### config.mk
export PLATFORM = sky130hd
export DESIGN_NAME = pid_with_feedforward_and_wrap
export DESIGN_NICKNAME = d
export VERILOG_FILES = /design/src/pwfw_pkg.sv /design/src/pid_with_feedforward_and_wrap.sv /design/src/pwfw_csr.sv /design/src/pwfw_dp.sv /design/src/pwfw_ctrl.sv
export SDC_FILE = /design/constraint.sdc
export NUM_CORES = 2
export LEC_CHECK = 0
export ABC_AREA = 1
export BUFFER_PORTS_ARGS = -buffer_cell sky130_fd_sc_hd__buf_2
export CAP_MARGIN = 20
export CORE_MARGIN = 3
export CORE_UTILIZATION = 35
export DETAILED_ROUTE_END_ITERATION = 6
export PLACE_DENSITY_LB_ADDON = 0.12
export SYNTH_ARGS = -nofsm -noshare
export SYNTH_HDL_FRONTEND = slang
export SYNTH_SLANG_ARGS = --single-unit
export TNS_END_PERCENT = 100
### constraint.sdc
create_clock -name clock -period 10.72 [get_ports clock]
set_input_delay 0.536 -clock clock [delete_from_list [all_inputs] [get_ports clock]]
set_output_delay 0.536 -clock clock [all_outputs]
set_load 0.03 [all_outputs]
### src/pwfw_pkg.sv
`timescale 1ns / 1ps

package pwfw_pkg;

   // Field and register widths.
   localparam int DATA_WIDTH      = 16;
   localparam int GAIN_WIDTH      = 16;
   localparam int GAIN_FRAC_BITS  = 8;
   localparam int LIMIT_WIDTH     = 15;
   localparam int WRAP_WIDTH      = 16;
   localparam int CSR_INDEX_WIDTH = 3;
   localparam int CSR_DATA_WIDTH  = 16;

   // Internal arithmetic widths.
   localparam int DIFF_WIDTH  = DATA_WIDTH + 1;           // setpoint minus something
   localparam int ERR_WIDTH   = 24;                       // saturated error
   localparam int ACC_WIDTH   = 24;                       // integral accumulator, Q.8
   localparam int MUL_B_WIDTH = ERR_WIDTH + 1;            // widest multiplicand
   localparam int PROD_WIDTH  = GAIN_WIDTH + MUL_B_WIDTH;
   localparam int FFT_WIDTH   = GAIN_WIDTH + DIFF_WIDTH;  // feedforward product
   localparam int INT_WIDTH   = PROD_WIDTH + 1;           // accumulator plus product
   localparam int SUM_WIDTH   = 44;                       // P + I + D + feedforward

   // Register indexes.
   localparam logic [CSR_INDEX_WIDTH-1:0] REG_LOOP_MODE      = 3'd0;
   localparam logic [CSR_INDEX_WIDTH-1:0] REG_GAIN_P         = 3'd1;
   localparam logic [CSR_INDEX_WIDTH-1:0] REG_GAIN_I         = 3'd2;
   localparam logic [CSR_INDEX_WIDTH-1:0] REG_GAIN_D         = 3'd3;
   localparam logic [CSR_INDEX_WIDTH-1:0] REG_GAIN_FF        = 3'd4;
   localparam logic [CSR_INDEX_WIDTH-1:0] REG_INTEGRAL_LIMIT = 3'd5;
   localparam logic [CSR_INDEX_WIDTH-1:0] REG_OUTPUT_LIMIT   = 3'd6;
   localparam logic [CSR_INDEX_WIDTH-1:0] REG_WRAP_RANGE     = 3'd7;

   localparam logic MODE_ANGLE = 1'b0;
   localparam logic MODE_SPEED = 1'b1;

   localparam logic [LIMIT_WIDTH-1:0] OUTPUT_LIMIT_RESET = 15'd32767;
   localparam logic [WRAP_WIDTH-1:0]  WRAP_RANGE_RESET   = 16'd8192;

   // Multiplier operand selection.
   localparam logic [1:0] MUL_FF = 2'd0;
   localparam logic [1:0] MUL_I  = 2'd1;
   localparam logic [1:0] MUL_P  = 2'd2;
   localparam logic [1:0] MUL_D  = 2'd3;

   // Accumulator operations.
   localparam logic [1:0] SUM_HOLD   = 2'd0;
   localparam logic [1:0] SUM_INIT   = 2'd1;
   localparam logic [1:0] SUM_ADD_PI = 2'd2;
   localparam logic [1:0] SUM_ADD_D  = 2'd3;

   typedef struct packed {
      logic                   loop_mode;
      logic [GAIN_WIDTH-1:0]  gain_p;
      logic [GAIN_WIDTH-1:0]  gain_i;
      logic [GAIN_WIDTH-1:0]  gain_d;
      logic [GAIN_WIDTH-1:0]  gain_ff;
      logic [LIMIT_WIDTH-1:0] integral_limit;
      logic [LIMIT_WIDTH-1:0] output_limit;
      logic [WRAP_WIDTH-1:0]  wrap_range;
   } cfg_type;

   typedef struct packed {
      logic       capture;
      logic [1:0] mul_sel;
      logic       err_load;
      logic       int_load;
      logic [1:0] sum_op;
      logic       out_load;
   } cmd_type;

endpackage

### src/pid_with_feedforward_and_wrap.sv
`timescale 1ns / 1ps

// Channel   Handshake            Payload                     Direction
// req       req_valid/req_ready  req_setpoint, req_measurement  in
// rsp       rsp_valid/rsp_ready  rsp_drive                    out
// csr       csr_valid/csr_ready  csr_index, csr_wdata         in
//
// A request occupies the block from the idle state in which it is accepted through seven
// sequencer steps, four of which share the one 16 x 25 signed multiplier (feedforward,
// integral, proportional and derivative products in turn). The result is offered once the
// final step loads the drive register, and the block takes no new request until it has
// returned to idle.
// Reset is synchronous and active high; it restores the register defaults and clears the
// integral, the last error and the last setpoint.
// A held result stalls only the final step; the next request may be accepted while the
// previous result is still waiting. Register writes are always accepted.

module pid_with_feedforward_and_wrap (
   input  logic                                    clock,
   input  logic                                    reset,

   input  logic                                    req_valid,
   output logic                                    req_ready,
   input  logic signed [pwfw_pkg::DATA_WIDTH-1:0]  req_setpoint,
   input  logic signed [pwfw_pkg::DATA_WIDTH-1:0]  req_measurement,

   output logic                                    rsp_valid,
   input  logic                                    rsp_ready,
   output logic signed [pwfw_pkg::DATA_WIDTH-1:0]  rsp_drive,

   input  logic                                    csr_valid,
   output logic                                    csr_ready,
   input  logic [pwfw_pkg::CSR_INDEX_WIDTH-1:0]    csr_index,
   input  logic [pwfw_pkg::CSR_DATA_WIDTH-1:0]     csr_wdata
);

   pwfw_pkg::cfg_type cfg;
   pwfw_pkg::cmd_type cmd;

   // The register file has no busy state, so it never stalls a write.
   assign csr_ready = 1'b1;

   pwfw_csr u_csr (
      .clock     (clock),
      .reset     (reset),
      .csr_write (csr_valid && csr_ready),
      .csr_index (csr_index),
      .csr_wdata (csr_wdata),
      .cfg       (cfg)
   );

   // The sequencer walks each request through the shared multiplier and owns the
   // result valid flag; the datapath holds all arithmetic and the loop state.
   pwfw_ctrl u_ctrl (
      .clock     (clock),
      .reset     (reset),
      .req_valid (req_valid),
      .req_ready (req_ready),
      .rsp_valid (rsp_valid),
      .rsp_ready (rsp_ready),
      .cmd       (cmd)
   );

   pwfw_dp u_dp (
      .clock           (clock),
      .reset           (reset),
      .cfg             (cfg),
      .cmd             (cmd),
      .req_setpoint    (req_setpoint),
      .req_measurement (req_measurement),
      .rsp_drive       (rsp_drive)
   );

endmodule

### src/pwfw_csr.sv
`timescale 1ns / 1ps

module pwfw_csr (
   input  logic                                   clock,
   input  logic                                   reset,
   input  logic                                   csr_write,
   input  logic [pwfw_pkg::CSR_INDEX_WIDTH-1:0]   csr_index,
   input  logic [pwfw_pkg::CSR_DATA_WIDTH-1:0]    csr_wdata,
   output pwfw_pkg::cfg_type                      cfg
);

   pwfw_pkg::cfg_type cfg_ff;
   pwfw_pkg::cfg_type cfg_in;

   always_comb begin
      cfg_in = cfg_ff;
      if (csr_write) begin
         case (csr_index)
            pwfw_pkg::REG_LOOP_MODE:      cfg_in.loop_mode      = csr_wdata[0];
            pwfw_pkg::REG_GAIN_P:         cfg_in.gain_p         = csr_wdata;
            pwfw_pkg::REG_GAIN_I:         cfg_in.gain_i         = csr_wdata;
            pwfw_pkg::REG_GAIN_D:         cfg_in.gain_d         = csr_wdata;
            pwfw_pkg::REG_GAIN_FF:        cfg_in.gain_ff        = csr_wdata;
            pwfw_pkg::REG_INTEGRAL_LIMIT:
               cfg_in.integral_limit = csr_wdata[pwfw_pkg::LIMIT_WIDTH-1:0];
            pwfw_pkg::REG_OUTPUT_LIMIT:
               cfg_in.output_limit = csr_wdata[pwfw_pkg::LIMIT_WIDTH-1:0];
            pwfw_pkg::REG_WRAP_RANGE:     cfg_in.wrap_range     = csr_wdata;
            default:                      cfg_in = cfg_ff;
         endcase
      end
   end

   // Reset value: angle mode, all gains and the integral limit zero, output limit and
   // wrap span at their defaults.
   always_ff @(posedge clock) begin
      if (reset) begin
         cfg_ff <= {pwfw_pkg::MODE_ANGLE,
                    {(4 * pwfw_pkg::GAIN_WIDTH){1'b0}},
                    {pwfw_pkg::LIMIT_WIDTH{1'b0}},
                    pwfw_pkg::OUTPUT_LIMIT_RESET,
                    pwfw_pkg::WRAP_RANGE_RESET};
      end else begin
         cfg_ff <= cfg_in;
      end
   end

   assign cfg = cfg_ff;

endmodule

### src/pwfw_dp.sv
`timescale 1ns / 1ps

module pwfw_dp (
   input  logic                                  clock,
   input  logic                                  reset,
   input  pwfw_pkg::cfg_type                     cfg,
   input  pwfw_pkg::cmd_type                     cmd,
   input  logic signed [pwfw_pkg::DATA_WIDTH-1:0] req_setpoint,
   input  logic signed [pwfw_pkg::DATA_WIDTH-1:0] req_measurement,
   output logic signed [pwfw_pkg::DATA_WIDTH-1:0] rsp_drive
);

   localparam int DW  = pwfw_pkg::DATA_WIDTH;
   localparam int GW  = pwfw_pkg::GAIN_WIDTH;
   localparam int FB  = pwfw_pkg::GAIN_FRAC_BITS;
   localparam int LW  = pwfw_pkg::LIMIT_WIDTH;
   localparam int WW  = pwfw_pkg::WRAP_WIDTH;
   localparam int DFW = pwfw_pkg::DIFF_WIDTH;
   localparam int EW  = pwfw_pkg::ERR_WIDTH;
   localparam int AW  = pwfw_pkg::ACC_WIDTH;
   localparam int BW  = pwfw_pkg::MUL_B_WIDTH;
   localparam int PW  = pwfw_pkg::PROD_WIDTH;
   localparam int FW  = pwfw_pkg::FFT_WIDTH;
   localparam int IW  = pwfw_pkg::INT_WIDTH;
   localparam int SW  = pwfw_pkg::SUM_WIDTH;
   localparam int TW  = DFW + 2;       // room for twice the error against the wrap span
   localparam int VW  = FW + 1;        // speed-mode error before saturation

   logic signed [DW-1:0] sp_ff, meas_ff, last_sp_ff;
   logic signed [EW-1:0] err_ff, last_err_ff, err_in;
   logic signed [AW-1:0] acc_ff, acc_in;
   logic signed [PW-1:0] prod_ff, mul_p;
   logic signed [FW-1:0] fft_ff;
   logic signed [SW-1:0] sum_ff, sum_in;
   logic signed [DW-1:0] drive_ff, drive_in;

   logic signed [DFW-1:0] dsp, diff;
   logic signed [BW-1:0]  derr, mul_b;
   logic signed [GW-1:0]  mul_a;

   logic signed [TW-1:0]  twice, wrap_s, diff_t, fold;
   logic signed [FW-1:0]  fft_now, fft_shr;
   logic signed [VW-1:0]  speed_raw;
   logic                  speed_fits;

   logic signed [IW-1:0]  int_raw, ilim;
   logic signed [SW-1:0]  sum_shr, olim;

   // Differences feeding the multiplier.
   assign dsp  = DFW'(sp_ff) - DFW'(last_sp_ff);
   assign diff = DFW'(sp_ff) - DFW'(meas_ff);
   assign derr = BW'(err_ff) - BW'(last_err_ff);

   always_comb begin
      case (cmd.mul_sel)
         pwfw_pkg::MUL_FF: begin
            mul_a = $signed(cfg.gain_ff);
            mul_b = BW'(dsp);
         end
         pwfw_pkg::MUL_I: begin
            mul_a = $signed(cfg.gain_i);
            mul_b = BW'(err_ff);
         end
         pwfw_pkg::MUL_P: begin
            mul_a = $signed(cfg.gain_p);
            mul_b = BW'(err_ff);
         end
         pwfw_pkg::MUL_D: begin
            mul_a = $signed(cfg.gain_d);
            mul_b = derr;
         end
         default: begin
            mul_a = $signed(cfg.gain_ff);
            mul_b = BW'(dsp);
         end
      endcase
   end

   assign mul_p = mul_a * mul_b;

   // Error: angle mode folds by one wrap span, speed mode adds the scaled feedforward.
   assign diff_t = TW'(diff);
   assign twice  = diff_t <<< 1;
   assign wrap_s = $signed({{(TW-WW){1'b0}}, cfg.wrap_range});

   always_comb begin
      if (twice > wrap_s) begin
         fold = diff_t - wrap_s;
      end else if (twice < -wrap_s) begin
         fold = diff_t + wrap_s;
      end else begin
         fold = diff_t;
      end
   end

   assign fft_now    = prod_ff[FW-1:0];
   assign fft_shr    = fft_now >>> FB;
   assign speed_raw  = VW'(fft_shr) + VW'(diff);
   assign speed_fits = (speed_raw[VW-1:EW-1] == '0) || (speed_raw[VW-1:EW-1] == '1);

   always_comb begin
      if (cfg.loop_mode == pwfw_pkg::MODE_ANGLE) begin
         err_in = EW'(fold);
      end else if (speed_fits) begin
         err_in = speed_raw[EW-1:0];
      end else if (speed_raw[VW-1]) begin
         err_in = {1'b1, {(EW-1){1'b0}}};
      end else begin
         err_in = {1'b0, {(EW-1){1'b1}}};
      end
   end

   // Integral with symmetric clamp at integral_limit in output units.
   assign int_raw = IW'(acc_ff) + IW'(prod_ff);
   assign ilim    = $signed({{(IW-LW-FB){1'b0}}, cfg.integral_limit, {FB{1'b0}}});

   always_comb begin
      if (int_raw > ilim) begin
         acc_in = ilim[AW-1:0];
      end else if (int_raw < -ilim) begin
         acc_in = AW'(-ilim);
      end else begin
         acc_in = int_raw[AW-1:0];
      end
   end

   always_comb begin
      case (cmd.sum_op)
         pwfw_pkg::SUM_HOLD:   sum_in = sum_ff;
         pwfw_pkg::SUM_INIT:
            sum_in = (cfg.loop_mode == pwfw_pkg::MODE_ANGLE) ? SW'(fft_ff) : '0;
         pwfw_pkg::SUM_ADD_PI: sum_in = sum_ff + SW'(acc_ff) + SW'(prod_ff);
         pwfw_pkg::SUM_ADD_D:  sum_in = sum_ff + SW'(prod_ff);
         default:              sum_in = sum_ff;
      endcase
   end

   // Drive: drop the fraction (toward minus infinity) and clamp.
   assign sum_shr = sum_ff >>> FB;
   assign olim    = $signed({{(SW-LW){1'b0}}, cfg.output_limit});

   always_comb begin
      if (sum_shr > olim) begin
         drive_in = olim[DW-1:0];
      end else if (sum_shr < -olim) begin
         drive_in = DW'(-olim);
      end else begin
         drive_in = sum_shr[DW-1:0];
      end
   end

   always_ff @(posedge clock) begin
      if (reset) begin
         last_sp_ff  <= '0;
         last_err_ff <= '0;
         acc_ff      <= '0;
      end else begin
         if (cmd.int_load) begin
            acc_ff <= acc_in;
         end
         if (cmd.out_load) begin
            last_sp_ff  <= sp_ff;
            last_err_ff <= err_ff;
         end
      end
   end

   always_ff @(posedge clock) begin
      prod_ff <= mul_p;
      sum_ff  <= sum_in;
      if (cmd.capture) begin
         sp_ff   <= req_setpoint;
         meas_ff <= req_measurement;
      end
      if (cmd.err_load) begin
         err_ff <= err_in;
         fft_ff <= fft_now;
      end
      if (cmd.out_load) begin
         drive_ff <= drive_in;
      end
   end

   assign rsp_drive = drive_ff;

endmodule

### src/pwfw_ctrl.sv
`timescale 1ns / 1ps

module pwfw_ctrl (
   input  logic              clock,
   input  logic              reset,
   input  logic              req_valid,
   output logic              req_ready,
   output logic              rsp_valid,
   input  logic              rsp_ready,
   output pwfw_pkg::cmd_type cmd
);

   localparam logic [2:0] ST_IDLE  = 3'd0;
   localparam logic [2:0] ST_FF    = 3'd1;
   localparam logic [2:0] ST_ERR   = 3'd2;
   localparam logic [2:0] ST_IMUL  = 3'd3;
   localparam logic [2:0] ST_INT   = 3'd4;
   localparam logic [2:0] ST_PTERM = 3'd5;
   localparam logic [2:0] ST_DTERM = 3'd6;
   localparam logic [2:0] ST_OUT   = 3'd7;

   logic [2:0] state_ff, state_in;
   logic       rsp_valid_ff, rsp_valid_in;
   logic       out_free;

   assign req_ready = (state_ff == ST_IDLE);
   assign out_free  = !rsp_valid_ff || rsp_ready;

   always_comb begin
      state_in     = state_ff;
      cmd          = '0;
      cmd.mul_sel  = pwfw_pkg::MUL_FF;
      cmd.sum_op   = pwfw_pkg::SUM_HOLD;
      case (state_ff)
         ST_IDLE: begin
            cmd.capture = req_valid;
            if (req_valid) begin
               state_in = ST_FF;
            end
         end
         ST_FF: begin
            cmd.mul_sel = pwfw_pkg::MUL_FF;
            state_in    = ST_ERR;
         end
         ST_ERR: begin
            cmd.err_load = 1'b1;
            state_in     = ST_IMUL;
         end
         ST_IMUL: begin
            cmd.mul_sel = pwfw_pkg::MUL_I;
            state_in    = ST_INT;
         end
         ST_INT: begin
            cmd.int_load = 1'b1;
            cmd.sum_op   = pwfw_pkg::SUM_INIT;
            cmd.mul_sel  = pwfw_pkg::MUL_P;
            state_in     = ST_PTERM;
         end
         ST_PTERM: begin
            cmd.sum_op  = pwfw_pkg::SUM_ADD_PI;
            cmd.mul_sel = pwfw_pkg::MUL_D;
            state_in    = ST_DTERM;
         end
         ST_DTERM: begin
            cmd.sum_op = pwfw_pkg::SUM_ADD_D;
            state_in   = ST_OUT;
         end
         ST_OUT: begin
            cmd.out_load = out_free;
            if (out_free) begin
               state_in = ST_IDLE;
            end
         end
         default: begin
            state_in = ST_IDLE;
         end
      endcase
   end

   always_comb begin
      rsp_valid_in = rsp_valid_ff && !rsp_ready;
      if (cmd.out_load) begin
         rsp_valid_in = 1'b1;
      end
   end

   always_ff @(posedge clock) begin
      if (reset) begin
         state_ff     <= ST_IDLE;
         rsp_valid_ff <= 1'b0;
      end else begin
         state_ff     <= state_in;
         rsp_valid_ff <= rsp_valid_in;
      end
   end

   assign rsp_valid = rsp_valid_ff;

   // A new drive value never overwrites one that is still waiting.
   a_out_load_free: assert property (@(posedge clock) disable iff (reset)
      cmd.out_load |-> (!rsp_valid_ff || rsp_ready))
      else $error("drive register loaded while a result is still pending");

   // An accepted request always starts the feedforward multiply next.
   a_accept_starts: assert property (@(posedge clock) disable iff (reset)
      (req_valid && req_ready) |=> (state_ff == ST_FF))
      else $error("accepted request did not start the sequence");

   // A result appears only from the final step of a request.
   a_rsp_from_out: assert property (@(posedge clock) disable iff (reset)
      $rose(rsp_valid_ff) |-> $past(cmd.out_load))
      else $error("result valid raised without a drive load");

   // The integral accumulator moves only in the middle of a request.
   a_int_in_seq: assert property (@(posedge clock) disable iff (reset)
      cmd.int_load |-> ($past(state_ff) == ST_IMUL))
      else $error("integral update out of sequence");

endmodule
==> flow_metrics.env <==
export IMPL_status="completed"
export IMPL_drv_slew=0
export IMPL_yosysUniqueCellTypes=67
export IMPL_fill_cells=14200
export IMPL_htreeDepth=2
export IMPL_cp_end_kind="flip-flop"
export IMPL_worst_pin_slew_ps=1140
export IMPL_dpl_cell_count=8184
export IMPL_core_area_um2=134000
export IMPL_syn_cell_area_um2=47400
export IMPL_drt_pass1_iterations=6
export IMPL_cp_required_ps=11200
export IMPL_postCtsHoldBufs=0
export IMPL_fin_nets=7457
export IMPL_synth_edff_count=149
export IMPL_layoutNonFillerInstCount=8276
export IMPL_start_util_pct=35.39
export IMPL_period_needed_ps=9277
export IMPL_cts_setup_buffers=0
export IMPL_dieArea_um2=139900
export IMPL_numClockSinks=369
export IMPL_maxCapViolations=0
export IMPL_design_area_um2=51550
export IMPL_fp_row_count=134
export IMPL_syn2layout_area_growth_pct=8.744
export IMPL_fin_crit_sh_pct=86.54
export IMPL_worst_slack_ps=1443
export IMPL_async_reset_ff_share_pct=0
export IMPL_fp_dieH_um=374.0
export IMPL_dp_hpwl_mm=139.0
export IMPL_antenna_left=0
export IMPL_hold_viol_final=0
export IMPL_grt_pass1_wl_mm=259.7
export IMPL_grt_usage_pct=24.23
export IMPL_slowest_delay_ps=570
export IMPL_overflow=0
export IMPL_yosys_warnings=0
export IMPL_cts_resized_gates=0
export IMPL_synthesis_nets=7432
export IMPL_grt_max_degree=83
export IMPL_first_global_vias=41820
export IMPL_clock_skew_ps=43.73
export IMPL_numCtsBuffers=48
export IMPL_grt_setup_unrepaired="no"
export IMPL_port_buffers=73
export IMPL_finalWirelength_mm=172.6
export IMPL_die_w_um=374.0
export IMPL_clk_path_buf_depth=3
export IMPL_placed_area_um2=49890
export IMPL_synth_top_cell_by_area="fa_1"
export IMPL_crit_top_cell="nand2_1"
export IMPL_relSlewSlack_pct=22.98
export IMPL_crit_slowest_cell="fa_1"
export IMPL_dp_slack_ps=1446
export IMPL_fin_setup_tns_ps=0
export IMPL_cts_tree="done"
export IMPL_cp_start_kind="flip-flop"
export IMPL_synth_main_ff_cell="dfxtp_1"
export IMPL_crit_path_max_fanout=33
export IMPL_avgSynthCellArea_um2=7.359
export IMPL_antenna_found_initial=5
export IMPL_io_pins=75
export IMPL_gp_congestion=0.9267
export IMPL_path_clk_slew_ps=60
export IMPL_drc_errors=0
export IMPL_critPathKind="reg2reg"
export IMPL_insertion_delay_ps=640
export IMPL_yosysSeqAreaShare_pct=18.73
export IMPL_hold_class="in2reg"
export IMPL_synth_seq_cells=369
export IMPL_fmax_mhz=107.8
export IMPL_synth_top_area_share_pct=18.67
export IMPL_dr_first_iter_drc_count=3083
export IMPL_avgViaCountPerCell=5.148
export IMPL_cts_root_buf="clkbuf_16"
export IMPL_cp_arrival_ps=9760
export IMPL_layout_drive_gt1_share_pct=5.333
export IMPL_syn_inst=6442
export IMPL_wl_per_cell_um=20.86
export IMPL_via_count=42610
export IMPL_setup_violations=0
export IMPL_synth_area_leaders="fa_1 19%, ha_1 13%, nand2_1 9.9%"
==> cell families (layout without fill, tap and decap cells) <==
kind of cell,after synthesis,count (layout),share of synthesized area (%)
XOR/XNOR,179,179,3.347
buffers and inverters,1261,1326,10.08
flip-flops,369,369,18.73
AO/OA/AOI/OAI,1192,1192,14.14
AND/OR/NAND/NOR,2506,2506,22.05
other,1,2,0.007911
adder cells (fa/ha/maj),934,934,31.65
==> layout by cell type (no fill, tap or decap), types with 11 or more instances in the layout <==
cell / count
clkinv_1: 11
o21a_1: 20
a22o_1: 15
clkbuf_16: 51
nand2_2: 39
buf_4: 50
buf_2: 73
a21o_1: 34
nor3_1: 66
nor4_1: 32
a21oi_1: 511
or2_2: 38
fa_1: 442
a31oi_1: 39
nand2_1: 1244
dfxtp_1: 219
xnor2_1: 41
ha_1: 492
inv_1: 1092
o21ai_0: 370
nand4_1: 52
o21ai_1: 27
o21bai_1: 22
clkinv_2: 11
xor2_1: 137
a21boi_0: 13
o211ai_1: 56
nor2_1: 697
edfxtp_1: 149
nand3_1: 291
==> Yosys cell counts (7+ instances only) <==
cell	count
o211ai_1	56
nand3b_1	9
clkinv_1	12
o21ai_0	371
clkbuf_1	126
nand3_1	291
a21o_1	34
nand2_1	1245
nor2_1	700
o22ai_1	17
edfxtp_1	149
a22o_1	15
buf_1	7
xnor2_1	41
inv_1	1093
o21bai_1	22
fa_1	442
a211oi_1	10
nand3_2	9
a31oi_1	40
ha_1	492
o21ai_1	26
dfxtp_1	220
a21boi_0	13
nand4_1	52
nor4_1	32
nor3_1	68
buf_2	12
o221ai_1	10
xor2_1	137
nand2_2	38
o21a_1	20
a21oi_1	512
or2_2	38
==> stage by stage <==
| stage | utilization, % | hold WS (ps) |
|---|---|---|
| after floorplan | - | 435.3 |
| after global placement | 37.22 | 448.4 |
| after detailed placement | 37.24 | 453.9 |
| after CTS | 38.46 | 13.20 |
| after global routing | 38.48 | 33.67 |
| final | 38.48 | 76.51 |
==> worst max-delay path, delay by kind of cell, from the launching register on <==
kind                     cells  cell delay, ps
adder cells (fa/ha/maj)      9            4060
buffers and inverters       11            2090
AND/OR/NAND/NOR             12            1350
XOR/XNOR                     1             150
AO/OA/AOI/OAI                6            1120
flip-flops                   1             330
==> metal layers <==
metal	vias to the layer above	wire, µm	GRT usage, %
li1	20910	-	-
met1	20290	81950	34.61
met2	1182	74320	37.75
met3	219	9086	2.646
met4	0	7259	8.788
met5	-	0	0
==> area by class of cell <==
type	instances	area, µm²	share of cell area (%)
Clock buffer	64	1375	2.667
Tap cell	1768	2212	4.291
Sequential cell	369	8880	17.23
Timing Repair Buffer	125	788.3	1.529
Inverter	1111	4173	8.095
Antenna cell	1	2.502	0.004854
Multi-Input combinational cell	4812	33850	65.67
Clock inverter	26	266.5	0.5170
==> final timing paths <==
| path | slack [ps] | cells past startpoint | from | endpoint |
|---|---|---|---|---|
| worst min-delay path | 80 | 1 | req_measurement[6] | u_dp.meas_ff[6]$_DFFE_PP_ |
| worst min register to register | 460 | 2 | u_dp.last_sp_ff[11]$_SDFFE_PP0P_ | u_dp.last_sp_ff[11]$_SDFFE_PP0P_ |
| worst max-delay path | 1440 | 39 | u_ctrl.state_ff[1]$_SDFFE_PP0P_ | u_dp.prod_ff[35]$_DFF_P_ |
| worst max register to register | 1440 | 39 | u_ctrl.state_ff[1]$_SDFFE_PP0P_ | u_dp.prod_ff[35]$_DFF_P_ |
==> sequential cells by signal (all words and copies together) (netlist names) <==
register and count:
u_dp.meas_ff 16, u_ctrl.rsp_valid 1, u_dp.sp_ff 16, u_dp.sum_ff 44, u_dp.fft_ff 33, u_dp.last_sp_ff 16
u_dp.err_ff 24, u_dp.prod_ff 41, u_dp.rsp_drive 16, u_ctrl.state_ff 3, u_dp.acc_ff 24, u_csr.cfg 111
u_dp.last_err_ff 24
Power is left out: the tool's default activity adds up to more than one toggle a clock period on the data nets, which glitch-free logic cannot reach.
